File: src/hdl/hcbp_pkg.sv
`default_nettype none

package hcbp_pkg;

    localparam int MAX_CODE_LEN = 32;
    localparam int COUNT_WIDTH  = 48;

    localparam int BYTE_BITS    = 8;
    localparam int SYM_WIDTH    = 8;
    localparam int CODE_WIDTH   = 32;
    localparam int LEN_WIDTH    = 6;
    localparam int TABLE_DEPTH  = 256;
    localparam int PEND_WIDTH   = 7;
    localparam int PCNT_WIDTH   = 3;
    localparam int PAD_WIDTH    = 3;
    localparam int TOTAL_WIDTH  = 48;
    localparam int ACC_WIDTH    = PEND_WIDTH + CODE_WIDTH;
    localparam int REM_WIDTH    = 6;

    // longest code a load may carry: capped by the code word port too
    localparam int LOAD_LEN_LIMIT = (MAX_CODE_LEN < CODE_WIDTH) ? MAX_CODE_LEN : CODE_WIDTH;

    typedef enum logic [1:0] {
        MODE_ENCODE = 2'd0,
        MODE_LOAD   = 2'd1,
        MODE_FLUSH  = 2'd2
    } mode_t;

    // one batch of bytes handed from the packer to the emitter
    typedef struct packed {
        logic [ACC_WIDTH-1:0] acc;
        logic [REM_WIDTH-1:0] rem;
        logic                 data_valid;
        logic [PAD_WIDTH-1:0] pad;
    } emit_t;

endpackage

`default_nettype wire

File: src/hdl/hcbp_emitter.sv
`default_nettype none

module hcbp_emitter (
    input  wire logic                             clk,
    input  wire logic                             rst_n,
    input  wire logic                             em_load,
    input  wire hcbp_pkg::emit_t                  em_entry,
    output logic                                  em_take,
    output logic                                  out_valid,
    input  wire logic                             out_ready,
    output logic      [hcbp_pkg::BYTE_BITS-1:0]   out_byte,
    output logic                                  byte_valid,
    output logic      [hcbp_pkg::PAD_WIDTH-1:0]   pad_bits,
    output logic                                  last,
    output logic      [hcbp_pkg::TOTAL_WIDTH-1:0] total_bytes
);
    import hcbp_pkg::*;

    logic [ACC_WIDTH-1:0]   acc_reg, acc_next;
    logic [REM_WIDTH-1:0]   rem_reg, rem_next;
    logic                   dval_reg, dval_next;
    logic [PAD_WIDTH-1:0]   pad_reg, pad_next;
    logic [COUNT_WIDTH-1:0] count_reg, count_next;
    logic                   out_valid_reg, out_valid_next;
    logic [BYTE_BITS-1:0]   out_byte_reg;
    logic                   out_dval_reg;
    logic [PAD_WIDTH-1:0]   out_pad_reg;
    logic                   out_last_reg;
    logic [TOTAL_WIDTH-1:0] out_total_reg;

    logic                   active;
    logic                   is_last;
    logic                   out_load;
    logic [ACC_WIDTH-1:0]   shifted;
    logic [COUNT_WIDTH-1:0] count_inc;

    assign active   = (rem_reg >= REM_WIDTH'(BYTE_BITS));
    assign is_last  = (rem_reg < REM_WIDTH'(2 * BYTE_BITS));
    assign out_load = active && (!out_valid_reg || out_ready);
    assign em_take  = !active || (out_load && is_last);
    assign shifted  = acc_reg >> (rem_reg - REM_WIDTH'(BYTE_BITS));
    assign count_inc = (count_reg == '1) ? count_reg : count_reg + COUNT_WIDTH'(1);

    always_comb
    begin
        acc_next       = acc_reg;
        rem_next       = rem_reg;
        dval_next      = dval_reg;
        pad_next       = pad_reg;
        count_next     = count_reg;
        out_valid_next = out_valid_reg;
        if (out_ready)
        begin
            out_valid_next = 1'b0;
        end
        if (out_load)
        begin
            out_valid_next = 1'b1;
            rem_next       = rem_reg - REM_WIDTH'(BYTE_BITS);
            if (dval_reg)
            begin
                count_next = count_inc;
            end
        end
        if (em_load)
        begin
            acc_next  = em_entry.acc;
            rem_next  = em_entry.rem;
            dval_next = em_entry.data_valid;
            pad_next  = em_entry.pad;
        end
    end

    always_ff @(posedge clk or negedge rst_n)
    begin
        if (!rst_n)
        begin
            rem_reg       <= '0;
            dval_reg      <= 1'b0;
            count_reg     <= '0;
            out_valid_reg <= 1'b0;
        end
        else
        begin
            rem_reg       <= rem_next;
            dval_reg      <= dval_next;
            count_reg     <= count_next;
            out_valid_reg <= out_valid_next;
        end
    end

    always_ff @(posedge clk)
    begin
        acc_reg <= acc_next;
        pad_reg <= pad_next;
        if (out_load)
        begin
            out_byte_reg  <= shifted[BYTE_BITS-1:0];
            out_dval_reg  <= dval_reg;
            out_pad_reg   <= pad_reg;
            out_last_reg  <= is_last;
            out_total_reg <= dval_reg ? TOTAL_WIDTH'(count_inc) : TOTAL_WIDTH'(count_reg);
        end
    end

    assign out_valid   = out_valid_reg;
    assign out_byte    = out_byte_reg;
    assign byte_valid  = out_dval_reg;
    assign pad_bits    = out_pad_reg;
    assign last        = out_last_reg;
    assign total_bytes = out_total_reg;

endmodule

`default_nettype wire

File: config.mk
export PLATFORM = sky130hd
export DESIGN_NAME = hcbp_emitter
export DESIGN_NICKNAME = d
export VERILOG_FILES = /design/src/hdl/hcbp_pkg.sv /design/src/hdl/hcbp_emitter.sv
export SDC_FILE = /design/constraint.sdc
export NUM_CORES = 1
export LEC_CHECK = 0
export ABC_AREA = 1
export BUFFER_PORTS_ARGS = -buffer_cell sky130_fd_sc_hd__buf_2
export CORE_MARGIN = 2
export CORE_UTILIZATION = 33
export CTS_CLUSTER_SIZE = 12
export DETAILED_ROUTE_END_ITERATION = 6
export MAX_ROUTING_LAYER = met4
export PLACE_DENSITY = 0.6
export SLEW_MARGIN = 25
export SYNTH_ARGS = -nofsm -noshare
export SYNTH_HDL_FRONTEND = slang
export SYNTH_SLANG_ARGS = --single-unit
File: constraint.sdc
create_clock -name clk -period 2.3 [get_ports clk]
set_input_delay 0.345 -clock clk [delete_from_list [all_inputs] [get_ports clk]]
set_output_delay 0.345 -clock clk [all_outputs]
set_load 0.05 [all_outputs]
==> key figures, run 1 <==
STA
  – Period utilization: 0.923
  – Final Max Tran Viols: 0
  – Worst-Margin Slew: 715 ps
  – Period minus WS final: 2120 ps
  – Count of final hold-check violations: 0
  – Relative slew slack: 0.523
  – Setup-failing EPs final: 0
  – RSZ-0062 raised after global routing: no
  – Max Fclk: 471 MHz
  – Final Skew: 10.8 ps
  – Setup TNS: 0 ps

Clocking
  – Clock Pin Slew Worst Setup and Hold Paths: 70 ps
  – Clock latency on the worst-skew pair: 430 ps
  – CTS max path bufs: 2
  – CTS buffer count: 17
  – Clock Sink Count: 159
  – Post-cts sizing count: 0
  – CTS tree: done
  – CTS root buffer: clkbuf_16
  – Post-CTS Setup Inserts: 0
  – Hold-fix buffers at CTS: 1
  – H-tree depth: 4

Logic synthesis
  – Yosys top cell by area: edfxtp_1
  – Count of cell types in the netlist: 39
  – Synthesis Warnings: 0
  – Post-Synthesis Cells: 1,190
  – Seq/Total Area, Yosys: 0.487
  – Net Count, Synth: 1,246
  – Syn Area/Cell: 7.75 um^2
  – Synth Register Bits: 159
  – Cell area after synthesis: 0.00922 mm^2
  – Area share of the largest cell type after synthesis: 0.335
  – Largest cells by area after synthesis: edfxtp_1 34%, nand2_1 20%, dfrtp_1 15%

Worst setup path
  – Setup crit end kind: flip-flop
  – Crit path DAT: 2310 ps
  – Worst r2r dst: total_bytes[36]
  – Startpoint Class: flip-flop
  – R2R cell count: 10
  – CP required: 2490 ps
  – R2R setup slack: 180 ps
  – Setup CP Type: flip-flop to flip-flop
  – CP max FO: 5
  – Worst flop-to-flop path startpoint: count_reg[0]

Worst hold path
  – Worst Hold Path EP: acc_reg[1]
  – Worst Hold Class: primary input to flip-flop
  – HP Start: em_entry[11]
  – Hold path depth: 1

Drt
  – Starting DRT DRC Count: 595
  – Via Count: 8,248
  – DR DRC count: 0
  – Pre-antenna DRT Iters: 5
  – Antenna viol nets, final: 0
  – Wirelength, routed: 25.8 mm
  – Post-DR wirelength/cell: 15.0 um
  – Vias per cell: 4.79

Global route
  – Total grt overflow: 0
  – Number of global-route vias before repair: 7,726
  – Initial antenna violation count: 1
  – Total GRT Usage: 0.189
  – Largest net degree at the start of global routing: 60
  – First-pass GRT wire length: 41.5 mm

Outcome
  – Outcome: finished clean

Placed design
  – Number of I/O port buffers: 115
  – GP Congestion: 0.930
  – Placed instance area: 0.0105 mm^2
  – DP HPWL: 18.8 mm

Die
  – Die area: 0.0293 mm^2
  – Starting Density: 0.334
  – Die W: 171 um
  – Row count: 61
  – Core area: 0.0276 mm^2
  – IO Pins: 116
  – Die H: 171 um

Finish
  – Final nets: 1,386
  – Post-route cell area: 0.0111 mm^2
  – Area Growth Syn to Fin: 20.8%
  – Share of layout cells above drive strength 1: 0.194

Flow run
  – Max-cap violation count: 0

Power and ir drop
  – Maximum VDD drop: 0.594 mV
  – Pwr dens: 990 mW/mm^2
  – Pleak: 5.09 nW
==> metrics by stage <==
step	total power, mW	util	setup WS [ps]	cells	hold WS (ps)
final	11.0	0.403	176	1722	80.1
after global routing	11.7	0.403	1.50	1722	53.9
after CTS	11.1	0.403	167	1721	61.9
after detailed placement	8.10	0.381	185	1688	405
after global placement	8.08	0.381	216	1688	400
after floorplan	6.98	-	38.2	1190	49.4
==> kinds of logic (layout without fill, tap and decap cells) <==
| kind of cell | after synthesis | in the layout | synth area share |
|---|---|---|---|
| AOI/OAI and AO/OA | 91 | 91 | 0.0570 |
| xor gates and xnor gates | 21 | 21 | 0.0208 |
| adders and majority gates | 3 | 3 | 0.00407 |
| buffers and inverters | 128 | 281 | 0.0582 |
| DFF | 159 | 159 | 0.487 |
| other | 0 | 1 | 0 |
| and+or+nand+nor | 788 | 788 | 0.373 |
==> worst max path at each step <==
stage | from | end | cells after the start
4_1_cts | count_reg[0] | total_bytes[33] | 9
3_3_place_gp | count_reg[0] | total_bytes[35] | 11
2_1_floorplan | rem_reg[3] | out_byte[6] | 12
5_1_grt | count_reg[0] | total_bytes[35] | 11
6_report | count_reg[0] | total_bytes[36] | 10
3_5_place_dp | count_reg[0] | total_bytes[33] | 9
==> worst max-delay path, cell delays in order, from the launching register on <==
cell	delay (ps)
dfrtp_1	400
ha_1	190
inv_1	80
nor2_4	170
nand2_4	100
nor2_8	160
buf_4	150
nand2_1	60
nor2_1	220
nand4_1	150
and2_1	190
==> cells in the final DEF (no fill, tap or decap), types with 3 or more instances in the layout <==
cell type	n
nand2_1	482
buf_2	115
nand3_1	108
edfxtp_1	103
nor2_1	91
inv_1	69
o21ai_0	63
dfrtp_1	56
buf_4	53
nand4_1	20
and2_1	19
clkbuf_16	17
nand2_2	16
nand3b_1	15
xor2_1	14
or2_2	12
nor3_1	10
o21ai_2	10
o211ai_1	8
xnor2_1	6
nor2_4	5
buf_12	5
clkinv_1	4
a21oi_1	4
nor2_2	4
inv_6	4
nand3_2	3
ha_1	3
bufinv_16	3
==> synth_stat cells <==
library cell    n
ha_1            3
clkbuf_2        2
xnor2_1         6
buf_1           2
o21ai_2        10
nor2_2          4
nand2_4         1
nor2_8          1
edfxtp_1      103
nand2_1       482
nand4_4         1
inv_2           3
o211ai_1        8
o21ai_1         2
clkbuf_1       32
and2_1         19
dfrtp_1        56
o21ai_0        63
o311ai_0        2
xor2_1         14
nand3_1       108
nand3_2         3
a21oi_1         4
nand2_2        16
clkinv_1        3
nor2_4          5
o21bai_1        1
or2_2          12
nor3_1         10
nand3b_1       15
buf_12          1
nand4_1        20
inv_1          69
buf_4           2
nor2_1         91
a22oi_1         1
buf_2          12
buf_6           2
xor2_2          1
==> final cells by class <==
cell class / instances / area, um^2
inverters: 75 / 284
fillers: 2889 / 16500
clock inverters: 15 / 183
clock buffers: 17 / 425
repair buffers: 174 / 1080
well taps: 378 / 473
multi-input cells: 903 / 4190
flip-flops and latches: 159 / 4490
diodes: 1 / 2.50
==> report_power, final <==
group / internal, mW / switching (mW)
registers: 3.79 / 0.258
clock network: 1.73 / 1.27
logic: 0.949 / 3.03
==> per-layer routing <==
metal,up-vias,share of wire,track usage
li1,4145,-,-
met5,-,0,-
met2,225,0.45,0.283
met4,0,0.021,0.0586
met1,3845,0.48,0.257
met3,33,0.047,0.0391
Power figures use the tool's default switching activity.
==> run 2, diff against run 1 <==
--- a/config.mk
+++ b/config.mk
@@ -5,14 +5,13 @@
 export SDC_FILE = /design/constraint.sdc
 export NUM_CORES = 1
 export LEC_CHECK = 0
-export ABC_AREA = 1
 export BUFFER_PORTS_ARGS = -buffer_cell sky130_fd_sc_hd__buf_2
 export CORE_MARGIN = 2
 export CORE_UTILIZATION = 33
 export CTS_CLUSTER_SIZE = 12
 export DETAILED_ROUTE_END_ITERATION = 6
 export MAX_ROUTING_LAYER = met4
-export PLACE_DENSITY = 0.6
+export PLACE_DENSITY = 0.61
 export SLEW_MARGIN = 25
 export SYNTH_ARGS = -nofsm -noshare
 export SYNTH_HDL_FRONTEND = slang
==> run 2 against run 1 <==
Register-to-register slack lost 110 ps. Synthesized area is 11% lower. Clock skew up 3.9 ps. Largest cell class unchanged.
==> key figures, run 2 <==
Global route
  – Largest net degree at the start of global routing: 58 (-3.3%)
  – Number of global-route vias before repair: 5,809 (-25%)
  – Initial antenna violation count: 0 (-1)
  – Total GRT Usage: 0.155 (-0.0342)
  – First-pass GRT wire length: 30.7 mm (-26%)
  – Total grt overflow: 0 (unchanged)

Power and ir drop
  – Pleak: 4.13 nW (-19%)
  – Maximum VDD drop: 0.606 mV (+2.1%)
  – Pwr dens: 862 mW/mm^2 (-13%)

Clocking
  – CTS max path bufs: 2 (unchanged)
  – Clock Pin Slew Worst Setup and Hold Paths: 70 ps (about the same)
  – Clock latency on the worst-skew pair: 430 ps (about the same)
  – H-tree depth: 4 (unchanged)
  – CTS tree: done
  – CTS buffer count: 17 (unchanged)
  – CTS root buffer: clkbuf_16
  – Clock Sink Count: 159 (unchanged)

Drt
  – DR DRC count: 0 (unchanged)
  – Vias per cell: 4.91 (+2.5%)
  – Pre-antenna DRT Iters: 5 (unchanged)
  – Via Count: 5,890 (-29%)
  – Post-DR wirelength/cell: 17.1 um (+14%)
  – Starting DRT DRC Count: 442 (-26%)
  – Wirelength, routed: 20.5 mm (-20%)
  – Antenna viol nets, final: 0 (unchanged)

Finish
  – N_diodes: 0 (-1)
  – Share of layout cells above drive strength 1: 0.315 (+0.121)
  – Area Growth Syn to Fin: 26.4%
  – Footprint of the multi-input gates: 0.00347 mm^2 (-17%)
  – Commonest non-fill, non-tap cell in the layout: buf_2
  – Sequential cell area: 0.00450 mm^2 (about the same)
  – Filler cells: 2,314 (-20%)
  – Final nets: 919 (-34%)
  – Most frequent cells in the layout: 114 x buf_2, 103 x edfxtp_1, 96 x nand2_1
  – Core Util, Final: 0.426 (+0.0229)

STA
  – Count of final hold-check violations: 0 (unchanged)
  – Setup TNS: 0 ps (unchanged)
  – Max Fclk: 448 MHz (-4.9%)
  – Period minus WS final: 2230 ps (+109 ps)
  – Setup-failing EPs final: 0 (unchanged)
  – Relative slew slack: 0.558 (+0.0349)
  – Fin worst setup slack: 67.6 ps (-109 ps)
  – Final Skew: 14.7 ps (+3.90 ps)
  – Period utilization: 0.971 (+0.0473)
  – Worst-Margin Slew: 663 ps (-52.3 ps)
  – Final Max Tran Viols: 0 (unchanged)

Worst setup path
  – Worst-path cell chain: inv_2 > ha_1 > or4b_4 > a21oi_4 > nand2_1 > o21ba_4 > buf_12 > mux2_2
  – Setup CP Type: flip-flop to flip-flop
  – CP max stage delay: 490 ps (+90 ps)
  – Startpoint Class: flip-flop
  – Critical path buffer and inverter count: 2 (unchanged)
  – Worst path slowest cell: or4b_4
  – Setup crit end kind: flip-flop
  – Delay-heaviest family, CP: simple AND/OR/NAND/NOR gates
  – Crit path DAT: 2550 ps (+240 ps)
  – CP required: 2610 ps (+120 ps)
  – CP max FO: 16 (+11)

Logic synthesis
  – Cell area after synthesis: 0.00822 mm^2 (-11%)
  – Syn Area/Cell: 11.7 um^2 (+51%)
  – Synthesis Warnings: 0 (unchanged)
  – Post-synth ARST share: 0.352 (unchanged)
  – Area share of the largest cell type after synthesis: 0.376 (+0.0409)
  – Post-Synthesis Cells: 701 (-41%)
  – Yosys top cell by area: edfxtp_1
  – Net Count, Synth: 757 (-39%)
  – Post-synth EDFFs: 103 (unchanged)
  – Most common cell in the synthesized netlist: edfxtp_1
  – Synth Register Bits: 159 (unchanged)
  – Seq/Total Area, Yosys: 0.547 (+0.0595)
  – Largest cells by area after synthesis: edfxtp_1 38%, dfrtp_1 17%, xnor2_1 9.8%
  – Ys flop type: edfxtp_1
  – Post-synth top cells: 103 x edfxtp_1, 98 x nand2_1, 92 x xnor2_1
  – Count of cell types in the netlist: 55 (+41%)

Die
  – Row count: 57 (-6.6%)
  – Core area: 0.0244 mm^2 (-12%)
  – Die W: 162 um (-5.5%)
  – Starting Density: 0.337 (+0.00317)
  – Die H: 162 um (-5.5%)
  – IO Pins: 116 (unchanged)
  – Die area: 0.0262 mm^2 (-11%)

Outcome
  – Outcome: finished clean

Placed design
  – GP Congestion: 0.876 (-5.8%)
  – DP HPWL: 13.7 mm (-27%)
  – Number of I/O port buffers: 115 (unchanged)
  – Pre-CTS setup slack: 16.5 ps (-169 ps)

Flow run
  – Max-cap violation count: 0 (unchanged)

Worst hold path
  – Worst Hold Class: primary input to flip-flop
-- run 2: changes by cell type in the layout (fill, tap and decap cells not counted), moves of 24 or more --
cell / previous run / this run
nand2_1: 482 / 96
xnor2_1: 6 / 92
nand3_1: 108 / 23
inv_1: 69 / 7
nor2_1: 91 / 35
o21ai_0: 63 / 20
mux2i_1: 0 / 38
mux2_2: 0 / 24
-- run 2: layout make-up --
| class | instances | area share |
|---|---|---|
| clock buffer | 17 | 0.0409 |
| clock inverter | 15 | 0.0187 |
| inverter | 10 | 0.00361 |
| multi-input combinational | 484 | 0.334 |
| sequential | 159 | 0.433 |
| tap | 324 | 0.0390 |
| timing repair buffer | 191 | 0.131 |
-- run 2: what timing repair did --
item,in CTS,in global routing
cloned,0,5
resized for setup,2,13
buffers inserted,0,1
hold buffers,1,0
hold endpoints to repair,56,0
endpoints found under the setup margin,1,41
pin swaps,0,3
-- run 2: layer usage --
layer | global-route usage | up-vias | routed length, um
met4 | 0.0410 | 0 | 272
li1 | - | 2856 | -
met1 | 0.213 | 2854 | 9660
met3 | 0.0317 | 22 | 1010
met5 | - | - | 0
met2 | 0.234 | 158 | 9600
-- run 2: cell families (layout without fill, tap and decap cells) --
logic type               after synthesis  count (layout)  synth area share
AND/OR/NAND/NOR                      249             249             0.151
flip-flops                           159             159             0.547
XOR/XNOR                              97              97             0.103
multiplexers                          73              73             0.109
AO/OA/AOI/OAI                         62              62            0.0504
buffers and inverters                 58             233            0.0349
adder cells (fa/ha/maj)                3               3           0.00457
-- run 2: stage by stage --
step	hold slack (ps)	cells	area, um^2	total power, mW
2_1_floorplan	49.4	701	8230	5.21
3_3_place_gp	381	1161	9570	5.89
3_5_place_dp	375	1161	9570	5.88
4_1_cts	70.3	1194	10200	8.90
5_1_grt	71.0	1200	10400	9.32
6_report	86.2	1200	10400	8.95
-- run 2: power breakdown --
group          total [mW]  leakage (nW)  switching, mW  internal [mW]
registers            3.60          1.78          0.158           3.44
clock network        2.99         0.306           1.32           1.67
logic                2.37          2.05           1.55          0.816
-- run 2: final timing paths --
path                         startpoint             to  slack (ps)  depth (start not counted)
max                          rem_reg[4]   count_reg[1]          70                          8
min                        em_entry[18]     acc_reg[8]          90                          1
max reg2reg                  rem_reg[4]   count_reg[1]          70                          8
min reg2reg                  pad_reg[2]    pad_bits[2]         420                          0
max in group asynchronous         rst_n     rem_reg[0]        1570                          3
min in group asynchronous         rst_n  count_reg[11]         410                          3
