--- src/hdl/hcbp_pkg.sv ---
`default_nettype none

package hcbp_pkg;

    localparam int MAX_CODE_LEN = 32;
    localparam int COUNT_WIDTH  = 48;

    localparam int BYTE_BITS    = 8;
    localparam int SYM_WIDTH    = 8;
    localparam int CODE_WIDTH   = 32;
    localparam int LEN_WIDTH    = 6;
    localparam int TABLE_DEPTH  = 256;
    localparam int PEND_WIDTH   = 7;
    localparam int PCNT_WIDTH   = 3;
    localparam int PAD_WIDTH    = 3;
    localparam int TOTAL_WIDTH  = 48;
    localparam int ACC_WIDTH    = PEND_WIDTH + CODE_WIDTH;
    localparam int REM_WIDTH    = 6;

    // longest code a load may carry: capped by the code word port too
    localparam int LOAD_LEN_LIMIT = (MAX_CODE_LEN < CODE_WIDTH) ? MAX_CODE_LEN : CODE_WIDTH;

    typedef enum logic [1:0] {
        MODE_ENCODE = 2'd0,
        MODE_LOAD   = 2'd1,
        MODE_FLUSH  = 2'd2
    } mode_t;

    // one batch of bytes handed from the packer to the emitter
    typedef struct packed {
        logic [ACC_WIDTH-1:0] acc;
        logic [REM_WIDTH-1:0] rem;
        logic                 data_valid;
        logic [PAD_WIDTH-1:0] pad;
    } emit_t;

endpackage

`default_nettype wire

--- src/hdl/hcbp_packer.sv ---
`default_nettype none

module hcbp_packer (
    input  wire logic                            clk,
    input  wire logic                            rst_n,
    input  wire logic                            in_fire,
    input  wire hcbp_pkg::mode_t                 in_mode,
    input  wire logic [hcbp_pkg::CODE_WIDTH-1:0] rd_code,
    input  wire logic [hcbp_pkg::LEN_WIDTH-1:0]  rd_len,
    input  wire logic                            em_take,
    output logic                                 in_ready,
    output logic                                 em_load,
    output hcbp_pkg::emit_t                      em_entry
);
    import hcbp_pkg::*;

    logic                  s1_valid_reg, s1_valid_next;
    logic                  s1_flush_reg, s1_flush_next;
    logic [PEND_WIDTH-1:0] pend_bits_reg, pend_bits_next;
    logic [PCNT_WIDTH-1:0] pend_cnt_reg, pend_cnt_next;

    logic                  s1_enter;
    logic                  s1_has_res;
    logic                  s1_done;
    logic [CODE_WIDTH-1:0] code_mask;
    logic [ACC_WIDTH-1:0]  enc_acc;
    logic [REM_WIDTH-1:0]  enc_total;
    logic [PEND_WIDTH-1:0] enc_pend_mask;
    logic [PAD_WIDTH-1:0]  fl_pad;
    logic [BYTE_BITS-1:0]  fl_byte;
    logic                  fl_nonempty;

    assign s1_enter = in_fire && ((in_mode == MODE_ENCODE) || (in_mode == MODE_FLUSH));

    // encode: append the masked code under the pending bits
    always_comb
    begin
        if (rd_len >= LEN_WIDTH'(CODE_WIDTH))
        begin
            code_mask = '1;
        end
        else
        begin
            code_mask = (CODE_WIDTH'(1) << rd_len) - CODE_WIDTH'(1);
        end
        enc_acc       = (ACC_WIDTH'(pend_bits_reg) << rd_len)
                        | ACC_WIDTH'(rd_code & code_mask);
        enc_total     = REM_WIDTH'(pend_cnt_reg) + rd_len;
        enc_pend_mask = (PEND_WIDTH'(1) << enc_total[PCNT_WIDTH-1:0]) - PEND_WIDTH'(1);
    end

    // flush: left-align the partial byte
    always_comb
    begin
        fl_nonempty = (pend_cnt_reg != '0);
        fl_pad      = PAD_WIDTH'(PCNT_WIDTH'(0) - pend_cnt_reg);
        fl_byte     = BYTE_BITS'({1'b0, pend_bits_reg} << fl_pad);
    end

    always_comb
    begin
        if (s1_flush_reg)
        begin
            s1_has_res          = 1'b1;
            em_entry.acc        = ACC_WIDTH'(fl_byte);
            em_entry.rem        = REM_WIDTH'(BYTE_BITS);
            em_entry.data_valid = fl_nonempty;
            em_entry.pad        = fl_pad;
        end
        else
        begin
            s1_has_res          = (enc_total >= REM_WIDTH'(BYTE_BITS));
            em_entry.acc        = enc_acc;
            em_entry.rem        = enc_total;
            em_entry.data_valid = 1'b1;
            em_entry.pad        = '0;
        end
    end

    assign s1_done  = s1_valid_reg && (!s1_has_res || em_take);
    assign em_load  = s1_valid_reg && s1_has_res && em_take;
    assign in_ready = !s1_valid_reg || s1_done;

    always_comb
    begin
        s1_valid_next  = (s1_valid_reg && !s1_done) || s1_enter;
        s1_flush_next  = s1_enter ? (in_mode == MODE_FLUSH) : s1_flush_reg;
        pend_bits_next = pend_bits_reg;
        pend_cnt_next  = pend_cnt_reg;
        if (s1_done)
        begin
            if (s1_flush_reg)
            begin
                pend_bits_next = '0;
                pend_cnt_next  = '0;
            end
            else
            begin
                pend_bits_next = enc_acc[PEND_WIDTH-1:0] & enc_pend_mask;
                pend_cnt_next  = enc_total[PCNT_WIDTH-1:0];
            end
        end
    end

    always_ff @(posedge clk or negedge rst_n)
    begin
        if (!rst_n)
        begin
            s1_valid_reg  <= 1'b0;
            s1_flush_reg  <= 1'b0;
            pend_bits_reg <= '0;
            pend_cnt_reg  <= '0;
        end
        else
        begin
            s1_valid_reg  <= s1_valid_next;
            s1_flush_reg  <= s1_flush_next;
            pend_bits_reg <= pend_bits_next;
            pend_cnt_reg  <= pend_cnt_next;
        end
    end

endmodule

`default_nettype wire

--- config.mk ---
export PLATFORM = sky130hd
export DESIGN_NAME = hcbp_packer
export DESIGN_NICKNAME = d
export VERILOG_FILES = /design/src/hdl/hcbp_pkg.sv /design/src/hdl/hcbp_packer.sv
export SDC_FILE = /design/constraint.sdc
export NUM_CORES = 1
export LEC_CHECK = 0
export BUFFER_PORTS_ARGS = -buffer_cell sky130_fd_sc_hd__buf_4
export CELL_PAD_IN_SITES_DETAIL_PLACEMENT = 1
export CELL_PAD_IN_SITES_GLOBAL_PLACEMENT = 2
export CORE_MARGIN = 2
export CORE_UTILIZATION = 28
export DETAILED_ROUTE_END_ITERATION = 10
export GPL_TIMING_DRIVEN = 0
export PLACE_DENSITY = 0.86
export SYNTH_ARGS = -nofsm -noshare
export SYNTH_HDL_FRONTEND = slang
export SYNTH_SLANG_ARGS = --single-unit
export TNS_END_PERCENT = 1
--- constraint.sdc ---
create_clock -name clk -period 4.4 [get_ports clk]
set_clock_uncertainty 0.05 [all_clocks]
set_input_delay 0.88 -clock clk [delete_from_list [all_inputs] [get_ports clk]]
set_output_delay 0.88 -clock clk [all_outputs]
set_load 0.005 [all_outputs]
==> results by group, run 1 <==
Critical path
  • Reg2reg path depth: 9
  • Setup crit start kind: primary input
  • CP max FO: 10
  • Flop2flop setup slack: around 1.5 ns
  • Crit Path Category: in -> out
  • Required time of the critical path: between 3 and 4 ns
  • Setup crit end kind: output port
  • Most used cell, CP: buf_4
  • Crit path max-delay family: simple AND/OR/NAND/NOR gates
  • Buffer and inverter count on the worst path: 3
  • Slowest CP cell: or4_4
  • Reg2reg end: pend_bits_reg[4]
  • Critical path, cell by cell: buf_4 > buf_4 > or4_4 > or3_4 > ha_4 > or3b_2 > nor4_4 > a2111oi_2 > and3_1 > a21oi_2 > buf_4
  • Crit-path max cell delay: ~0.48 ns
  • WP data arrival: ~3.4 ns
  • Critical R2R Launch: pend_cnt_reg[0]

Synth
  • Synthesized flop and latch total: 12
  • Post-synthesis sequential area ratio: approximately a tenth
  • Cell area after synthesis: between 3000 and 4000 sq um
  • Predominant post-synthesis flop cell: dfrtp_1
  • Cell variety after synth: just under 70
  • Fraction of registers with async set/reset: 100%
  • Yosys Warn Count: 0
  • Most common cell in the netlist: nor2_1
  • Average size of a mapped cell: 7.18 sq um
  • Post-synth EDFFs: 0
  • Top cell type's share of synthesized area: 9.95%
  • Mapped Cells: between 400 and 500
  • Cell accounting for the most synthesized area: dfrtp_1
  • Top post-synthesis cells by area: dfrtp_1 (10%), mux2_2 (7.5%), nor2_1 (5.5%), mux2i_1 (4.3%), nand3_1 (4.0%)
  • Synth cell count leaders: nor2_1 (44), nand2_1 (24), nand3_1 (24)
  • Syn nets: around 470

Floorplanning
  • Row cnt: 37
  • Full die area: approximately 12000 sq um
  • Top-level port count: 95
  • Die Span X: around 110 um
  • Die extent in y: approximately 110 um
  • Initial Util: 29.1%
  • Core area: ~10000 sq um

Layout
  • Final core utilization: 38.7%
  • Share of layout cells above drive strength 1: roughly 30%
  • Synth-to-layout area growth: 33.0%
  • Design Area, Final: 4010 sq um
  • Largest register FFs: 7
  • Antenna cells: 0
  • Nets: 568

Pwr
  • Static leakage: between 1.5 and 2 nW
  • Power density over cell area: a little over 400 nW/um^2
  • Power, Total: about 1.6 mW
  • Max IR drop VDD: roughly 0.00032 V

Global routing
  • All-Layer GR Usage: 26.6%
  • Largest net degree at the start of global routing: 13
  • First-pass GRT wire length: roughly 23 mm
  • Vias in the first global route: 3982
  • Grt total ovfl: 0
  • Initial antenna violation count: 0

CTS
  • Sink Count: 12
  • Clk slew on worst S/H paths: ~0.06 ns
  • CTS Buffer Depth: 2
  • Post-CTS Hold Fix Bufs: 0
  • Clk Tree Root Cell: clkbuf_8
  • Clk Latency, worst-skew pair: approximately 0.25 ns
  • H-tree levels: 1
  • Cts bufs inserted: 3
  • CTS tree: built

Route
  • Post-route ant nets: 0
  • Initial DRC count: ~280
  • DRT Pass-1 Iters: 5
  • Via count: approximately 4000
  • Post-Route WL: 15.8 mm
  • DR vias/cell: approximately 6.2
  • Routed len/inst: approximately 24 um
  • Drt drc: 0

STA
  • Final min period: around 4.3 ns
  • Slew headroom: 47.8%
  • RSZ-0062 raised after global routing: true
  • FMAX: 231 MHz
  • Hold Violations, Final: 0
  • Setup ws final: between 0.07 and 0.08 ns
  • Final setup fails: 0
  • Final worst-path cycle share: just under 100%
  • Slew Limit Fails: 0
  • Slew @ Worst Pin: around 0.8 ns

Placement
  • Final GP Congestion: 0.990
  • DP Wirelength: 12.3 mm
  • Placed cell areas: 3890 sq um
  • Post-Place Setup Slack: -0.623 ns
  • PortBufs: 94

Status
  • Status: finished clean

Hold path
  • Hold Path Class: in -> async

Flow run
  • Max-Cap Viols: 0
-- cell usage in the layout (no fill, tap or decap), types with 5 or more instances in the layout --
cell type / n
mux4_2: 5
inv_1: 10
buf_1: 8
nand3_1: 24
buf_4: 97
nor2b_1: 15
o31ai_1: 8
a21oi_1: 22
and2_1: 5
nand2b_1: 9
a22oi_1: 8
a22o_1: 8
o21ai_0: 23
nor2_1: 43
a211oi_1: 6
a31oi_1: 9
nor3_1: 15
dfrtp_1: 12
o211ai_1: 5
and3_1: 8
nand2_1: 24
mux2_2: 20
mux2i_1: 13
buf_2: 6
clkbuf_1: 13
ha_1: 6
xnor2_1: 8
-- worst reg2reg max path, stage by stage (launching register included) --
cell and delay [ns]:
dfrtp_1 0.44, ha_1 0.24, fa_1 0.44, xor2_1 0.24
or3_1 0.38, ha_1 0.27, and2_1 0.17, o21ai_0 0.19
a221oi_1 0.13, mux2_2 0.30
-- layer usage --
layer	vias to the layer above	routed length (um)	track usage [%]
met5	-	0	0
met4	0	521	10.3
met3	32	887	1.94
met2	182	7520	44.8
met1	1998	6880	35.1
li1	1801	-	-
-- stage by stage --
stage               hold slack, ns  std cells  TNS [ns]
floorplan                    0.456        420         0
global placement             0.547        650     -4.96
detailed placement           0.560        650     -5.65
CTS                          0.419        653         0
global route                 0.417        651   -0.0234
finish                       0.417        651         0
-- final cells by class --
class | count | area, sq um
tap | 136 | 170
clock buffer | 4 | 55.1
fill | 1340 | 6360
inverter | 12 | 45.0
timing repair buffer | 94 | 706
buffer | 34 | 170
multi-input combinational | 359 | 2570
sequential | 12 | 300
-- power breakdown --
group | internal, mW | switching, mW | leakage (nW)
Sequential | 0.150 | 0.0733 | 0.156
Combinational | 0.559 | 0.729 | 1.47
Clock | 0.0794 | 0.0469 | 0.0288
-- timing repair --
item                                    CTS  global route
buffers inserted                          0             0
endpoints found under the setup margin   15             6
pin swaps                                 0             1
gates resized for setup                  10            10
-- cells by family (layout without fill, tap and decap cells) --
kind of cell | Yosys count | count (layout) | synth area share (%)
xor+xnor | 10 | 10 | 2.90
buf+inv | 49 | 144 | 7.18
mux | 40 | 40 | 16.5
simple gates | 166 | 166 | 27.9
flops | 12 | 12 | 9.95
fa+ha+maj | 8 | 8 | 3.57
compound gates | 135 | 135 | 32.0
-- how the worst max path moves through the flow --
stage                   end  startpoint  depth (start not counted)
2_1_floorplan  em_entry[14]   rd_len[4]                         10
3_3_place_gp   em_entry[30]   rd_len[1]                         12
3_5_place_dp   em_entry[30]   rd_len[1]                         12
4_1_cts        em_entry[14]   rd_len[4]                         11
5_1_grt        em_entry[14]   rd_len[4]                         11
6_report       em_entry[14]   rd_len[4]                         11
(Power assumes the default switching activity.)
==> run 2: changes to the inputs <==
--- a/config.mk
+++ b/config.mk
@@ -6,13 +6,13 @@
 export NUM_CORES = 1
 export LEC_CHECK = 0
 export BUFFER_PORTS_ARGS = -buffer_cell sky130_fd_sc_hd__buf_4
-export CELL_PAD_IN_SITES_DETAIL_PLACEMENT = 1
-export CELL_PAD_IN_SITES_GLOBAL_PLACEMENT = 2
+export CELL_PAD_IN_SITES_DETAIL_PLACEMENT = 0
+export CELL_PAD_IN_SITES_GLOBAL_PLACEMENT = 1
 export CORE_MARGIN = 2
-export CORE_UTILIZATION = 28
+export CORE_UTILIZATION = 40
 export DETAILED_ROUTE_END_ITERATION = 10
 export GPL_TIMING_DRIVEN = 0
-export PLACE_DENSITY = 0.86
+export PLACE_DENSITY = 0.93
 export SYNTH_ARGS = -nofsm -noshare
 export SYNTH_HDL_FRONTEND = slang
 export SYNTH_SLANG_ARGS = --single-unit
==> constraint.sdc (replaced) <==
create_clock -name clk -period 5.25 [get_ports clk]
set_clock_uncertainty 0.05 [all_clocks]
set_input_delay 1.05 -clock clk [delete_from_list [all_inputs] [get_ports clk]]
set_output_delay 1.05 -clock clk [all_outputs]
set_load 0.005 [all_outputs]
==> run 2 against run 1 <==
Clock power down 33%. Register-to-register slack better by 0.80 ns. Critical path type unchanged. Flip-flop and latch count is the same. Sequential share of layout area increased by 0.23 points. Total power is 19% lower. Largest cell class unchanged. Largest power group unchanged.
==> results by group, run 2 (same netlist as run 1, synthesis figures left out) <==
Pwr
  • Power, Total: 1.32 mW (was 1.64 mW)
  • Clk pwr share: 6.4% (was 7.7%)
  • Static leakage: 1.63 nW (was 1.65 nW)
  • Switching power: 0.681 mW (was 0.849 mW)
  • P_int: 0.641 mW (was 0.788 mW)
  • Seq pwr share: 14.3% (was 13.6%)
  • Sw frac: 51.5% (was 51.9%)
  • Power density over cell area: 339 nW/um^2 (was 408 nW/um^2)
  • Max IR drop VDD: 0.000330 V (was 0.000321 V)
  • Combinational power share: 79.2% (was 78.7%)

Layout
  • Share of layout cells above drive strength 1: 28.4% (was 29.9%)
  • Synth-to-layout area growth: 29.1% (was 33.0%)
  • Commonest cells after routing, fill and taps aside: buf_4 (96), nor2_1 (43), nand2_1 (24), nand3_1 (24) (was buf_4 (97), nor2_1 (43), nand2_1 (24), nand3_1 (24), o21ai_0 (23))
  • Fillers: 756 (was 1340)
  • Nets: 571 (was 568)
  • Antenna cells: 0 (unchanged)
  • Final std cells w/o fill: 616 (was 651)
  • Most common cell after layout, fill and taps aside: buf_4 (unchanged)
  • Largest register FFs: 7 (unchanged)

STA
  • Final min period: around 5.1 ns
  • Hold WS: 0.591 ns (was 0.417 ns)
  • FMAX: about 200 MHz
  • RSZ-0062 raised after global routing: false (was true)
  • Slew Limit Fails: 0 (unchanged)
  • Hold Violations, Final: 0 (unchanged)
  • Final setup fails: 0 (unchanged)
  • Slew @ Worst Pin: 1.02 ns (was 0.784 ns)
  • Final worst-path cycle share: 97.6%
  • Setup ws final: 0.128 ns (was 0.0757 ns)
  • Slew headroom: 31.4% (was 47.8%)

CTS
  • H-tree levels: 1 (unchanged)
  • CTS Buffer Depth: 2 (unchanged)
  • Clk Tree Root Cell: clkbuf_8 (unchanged)
  • Setup Buffers After CTS: 0 (unchanged)
  • Sink Count: 12 (unchanged)
  • Clk slew on worst S/H paths: 0.05 ns (was 0.06 ns)
  • Post-CTS Hold Fix Bufs: 0 (unchanged)
  • CTS tree: built (unchanged)
  • Cts bufs inserted: 3 (unchanged)
  • Clk Latency, worst-skew pair: 0.24 ns (was 0.25 ns)
  • Post-CTS sizing: 1 (was 10)

Route
  • DR vias/cell: 6.54 (was 6.16)
  • Routed len/inst: 23.2 um (was 24.3 um)
  • Drt drc: 0 (unchanged)
  • DRT Pass-1 Iters: 5 (unchanged)
  • Via count: 4028 (was 4013)
  • Initial DRC count: 328 (was 281)
  • Post-Route WL: 14.3 mm (was 15.8 mm)
  • Post-route ant nets: 0 (unchanged)

Critical path
  • Flop2flop setup slack: 2.25 ns (was 1.45 ns)
  • Crit-path max cell delay: 0.61 ns (was 0.48 ns)
  • CP max FO: 10 (unchanged)
  • WP data arrival: 4.02 ns (was 3.39 ns)
  • Setup crit start kind: primary input (unchanged)
  • Critical path, cell by cell: buf_4 > buf_4 > or4_1 > or3_1 > ha_1 > clkbuf_1 > or3b_2 > nor4_1 > a2111oi_1 > and3_1 > a21oi_1 > buf_4 (was buf_4 > buf_4 > or4_4 > or3_4 > ha_4 > or3b_2 > nor4_4 > a2111oi_2 > and3_1 > a21oi_2 > buf_4)
  • Slowest CP cell: or4_1 (was or4_4)
  • Reg2reg path depth: 8 (was 9)
  • Most used cell, CP: buf_4 (unchanged)
  • Setup crit end kind: output port (unchanged)
  • Crit Path Category: in -> out (unchanged)
  • Required time of the critical path: 4.15 ns (was 3.47 ns)

Global routing
  • All-Layer GR Usage: 33.4% (was 26.6%)
  • First-pass GRT wire length: 21.9 mm (was 23.5 mm)
  • Grt total ovfl: 0 (unchanged)
  • Vias in the first global route: 3863 (was 3982)
  • Largest net degree at the start of global routing: 13 (unchanged)
  • Initial antenna violation count: 0 (unchanged)

Floorplanning
  • Initial Util: 41.4% (was 29.1%)
  • Core area: 7290 sq um (was 10400 sq um)
  • Top-level port count: 95 (unchanged)
  • Die extent in y: 90.8 um (was 108 um)
  • Die Span X: 90.8 um (was 108 um)
  • Full die area: 8250 sq um (was 11600 sq um)
  • Row cnt: 31 (was 37)

Status
  • Status: finished clean (unchanged)

Placement
  • DP Wirelength: 11.1 mm (was 12.3 mm)
  • Inst Count DP: 613 (was 650)
  • Post-Place Setup Slack: -0.0248 ns (was -0.623 ns)
  • Final GP Congestion: 1.01 (was 0.990)
  • PortBufs: 94 (unchanged)

Flow run
  • Max-Cap Viols: 0 (unchanged)

Hold path
  • Hold Path Class: in -> async (unchanged)
## run 2: cell types whose count changed in the layout (fill, tap and decap cells not counted), sizes merged
cell | previous run | this run
clkbuf | 18 | 21
buf | 114 | 113
## run 2: final timing paths
path	start	to
setup / recovery	rd_len[4]	em_entry[14]
hold reg to reg	s1_valid_reg	s1_valid_reg
min in group clk	s1_valid_reg	s1_valid_reg
setup reg to reg	pend_cnt_reg[0]	pend_bits_reg[4]
max in group asynchronous	rst_n	pend_bits_reg[4]
hold / removal	rst_n	pend_cnt_reg[2]
## run 2: power by group through the flow
| stage | registers (mW) | logic [mW] | clock network [mW] |
|---|---|---|---|
| floorplan | 0.160 | 0.667 | 0 |
| global placement | 0.186 | 1.02 | 0 |
| detailed placement | 0.186 | 1.02 | 0 |
| CTS | 0.185 | 1.03 | 0.0853 |
| global route | 0.193 | 1.12 | 0.0886 |
| finish | 0.189 | 1.05 | 0.0849 |
## run 2: metal layers
metal | up-vias | GRT usage [%] | routed length [um]
li1 | 1798 | - | -
met1 | 1918 | 42.6 | 5790
met2 | 255 | 54.6 | 6580
met3 | 57 | 5.26 | 1160
met4 | 0 | 16.7 | 769
met5 | - | 0 | 0
## run 2: layout make-up
type | instances | area, sq um | area share, %
multi-input cells | 359 | 2500 | 64.2
flip-flops and latches | 12 | 300 | 7.71
plain buffers | 37 | 176 | 4.53
well taps | 99 | 124 | 3.18
clock buffers | 3 | 41.3 | 1.06
repair buffers | 94 | 706 | 18.1
inverters | 12 | 45.0 | 1.16
## run 2: stage by stage
stage                     TNS [ns]  instance area [sq um]  util [%]
after floorplan                  0                   3020         -
after global placement     -0.0373                   3850      52.7
after detailed placement   -0.0248                   3850      52.7
after CTS                        0                   3890      53.3
after global routing             0                   3890      53.4
final                            0                   3890      53.4
## run 2: worst max-delay path, delay by kind of cell
family	cells	cell delay (ns)
AND/OR/NAND/NOR	5	1.88
buffers and inverters	4	0.61
AO/OA/AOI/OAI	2	0.26
adder cells (fa/ha/maj)	1	0.20
==> run 3: changes to the inputs <==
--- a/config.mk
+++ b/config.mk
@@ -12,7 +12,7 @@
 export CORE_UTILIZATION = 40
 export DETAILED_ROUTE_END_ITERATION = 10
 export GPL_TIMING_DRIVEN = 0
-export PLACE_DENSITY = 0.93
+export PLACE_DENSITY_LB_ADDON = 0.1
 export SYNTH_ARGS = -nofsm -noshare
 export SYNTH_HDL_FRONTEND = slang
 export SYNTH_SLANG_ARGS = --single-unit
==> run 3 against run 2 <==
Die area unchanged. Cell count is 0.16% higher. Via count shrank 1.1%. Total power shrank 0.83%. Critical path depth stayed put. Design area rose by 0.55%. Highest routed layer unchanged.
==> results by group, run 3 (same netlist as run 1, synthesis figures left out) <==
Layout
  • Design Area, Final: 3920 sq um (was 3890 sq um)
  • Fillers: 778 (was 756)
  • Antenna cells: 0 (unchanged)
  • Most common cell after layout, fill and taps aside: buf_4 (unchanged)
  • Synth-to-layout area growth: 29.8% (was 29.1%)
  • Commonest cells after routing, fill and taps aside: buf_4 (96), nor2_1 (44), nand2_1 (24), nand3_1 (24) (was buf_4 (96), nor2_1 (43), nand2_1 (24), nand3_1 (24))
  • Nets: 571 (unchanged)
  • Share of layout cells above drive strength 1: 28.8% (was 28.4%)
  • Largest register FFs: 7 (unchanged)

Critical path
  • Required time of the critical path: 4.15 ns (about the same)
  • Crit Path Category: in -> out (unchanged)
  • Setup crit end kind: output port (unchanged)
  • Slowest CP cell: or4_1 (unchanged)
  • WP data arrival: 4.05 ns (was 4.02 ns)
  • CP max FO: 10 (unchanged)
  • Buffer and inverter count on the worst path: 4 (unchanged)
  • Crit-path max cell delay: 0.61 ns (about the same)
  • Setup crit start kind: primary input (unchanged)
  • Most used cell, CP: buf_4 (unchanged)
  • Crit path max-delay family: simple AND/OR/NAND/NOR gates (unchanged)
  • Critical path, cell by cell: buf_4 > buf_4 > or4_1 > or3_1 > ha_1 > clkbuf_1 > or3b_2 > nor4_1 > a2111oi_2 > and3_1 > a21oi_1 > buf_4 (was buf_4 > buf_4 > or4_1 > or3_1 > ha_1 > clkbuf_1 > or3b_2 > nor4_1 > a2111oi_1 > and3_1 > a21oi_1 > buf_4)

STA
  • Hold Violations, Final: 0 (unchanged)
  • RSZ-0062 raised after global routing: false (unchanged)
  • Setup TNS: 0 ns (unchanged)
  • Setup ws final: 0.0969 ns (was 0.128 ns)
  • Final worst-path cycle share: 98.2% (was 97.6%)
  • Slew @ Worst Pin: 1.10 ns (was 1.02 ns)
  • Final min period: 5.15 ns (was 5.12 ns)
  • Final setup fails: 0 (unchanged)
  • Slew headroom: 25.9% (was 31.4%)
  • FMAX: 194 MHz (was 195 MHz)
  • Slew Limit Fails: 0 (unchanged)

Global routing
  • Vias in the first global route: 3866 (was 3863)
  • Initial antenna violation count: 0 (unchanged)
  • All-Layer GR Usage: 32.8% (was 33.4%)
  • Largest net degree at the start of global routing: 13 (unchanged)
  • First-pass GRT wire length: 21.3 mm (was 21.9 mm)
  • Grt total ovfl: 0 (unchanged)

Pwr
  • Power, Total: 1.31 mW (was 1.32 mW)
  • Max IR drop VDD: 0.000383 V (was 0.000330 V)
  • Static leakage: 1.64 nW (was 1.63 nW)
  • Power density over cell area: 335 nW/um^2 (was 339 nW/um^2)

CTS
  • Cts bufs inserted: 3 (unchanged)
  • H-tree levels: 1 (unchanged)
  • CTS tree: built (unchanged)
  • Sink Count: 12 (unchanged)
  • Clk Tree Root Cell: clkbuf_8 (unchanged)
  • Post-CTS Hold Fix Bufs: 0 (unchanged)
  • CTS Buffer Depth: 2 (unchanged)
  • Clk Latency, worst-skew pair: 0.24 ns (about the same)
  • Clk slew on worst S/H paths: 0.05 ns (about the same)

Route
  • DRT Pass-1 Iters: 5 (unchanged)
  • Post-route ant nets: 0 (unchanged)
  • DR vias/cell: 6.45 (was 6.54)
  • Via count: 3982 (was 4028)
  • Drt drc: 0 (unchanged)
  • Initial DRC count: 369 (was 328)
  • Post-Route WL: 13.9 mm (was 14.3 mm)
  • Routed len/inst: 22.5 um (was 23.2 um)

Hold path
  • Hold Path Class: reg -> reg (was in -> async)

Placement
  • Post-Place Setup Slack: -0.187 ns (was -0.0248 ns)
  • DP Wirelength: 10.8 mm (was 11.1 mm)
  • Final GP Congestion: 1.03 (was 1.01)
  • Placed cell areas: 3850 sq um (unchanged)
  • PortBufs: 94 (unchanged)

Floorplanning
  • Initial Util: 41.4% (unchanged)
  • Full die area: 8250 sq um (unchanged)
  • Top-level port count: 95 (unchanged)
  • Row cnt: 31 (unchanged)
  • Die extent in y: 90.8 um (unchanged)
  • Die Span X: 90.8 um (unchanged)
  • Core area: 7290 sq um (unchanged)

Status
  • Status: finished clean (unchanged)

Flow run
  • Max-Cap Viols: 0 (unchanged)
-- run 3: layout make-up --
cell class	instances	area (sq um)	area share, %
repair buffers	94	706	18.0
multi-input cells	359	2510	64.1
plain buffers	37	176	4.50
inverters	12	45.0	1.15
flip-flops and latches	12	300	7.67
clock buffers	4	55.1	1.41
well taps	99	124	3.16
-- run 3: metrics by stage --
stage	utilization (%)	instances	hold slack (ns)
final	53.7	617	0.506
after global routing	53.7	617	0.542
after CTS	53.7	617	0.505
after detailed placement	52.7	613	0.492
after global placement	52.7	613	0.489
after floorplan	-	420	0.456
-- run 3: routing by layer --
metal	part of all wire [%]	track usage [%]	wire length, um	vias to the layer above
met5	0	0	0	-
met4	6.3	18.4	870	0
met3	7.8	3.01	1080	59
met2	47	55.8	6530	248
met1	39	40.4	5400	1869
li1	-	-	-	1806
-- run 3: power by group --
group | internal [mW] | switching [mW]
Clock | 0.0662 | 0.0349
Sequential | 0.126 | 0.0553
Combinational | 0.463 | 0.566
-- run 3: what timing repair did --
item,in CTS,in global routing
gates resized for setup,3,2
endpoints found under the setup margin,2,5
setup buffers,0,0
hold endpoints to repair,0,0
-- run 3: path summary, 6_finish.rpt --
kind | start | end | slack (ns) | cells after the start
max in group asynchronous | rst_n | pend_bits_reg[6] | 4.39 | 1
worst min-delay path | pend_cnt_reg[2] | pend_cnt_reg[2] | 0.51 | 1
min in group asynchronous | rst_n | s1_valid_reg | 0.59 | 1
worst max-delay path | rd_len[4] | em_entry[14] | 0.1 | 12
worst min register to register | pend_cnt_reg[2] | pend_cnt_reg[2] | 0.51 | 1
worst max register to register | pend_cnt_reg[0] | pend_bits_reg[4] | 2.34 | 9
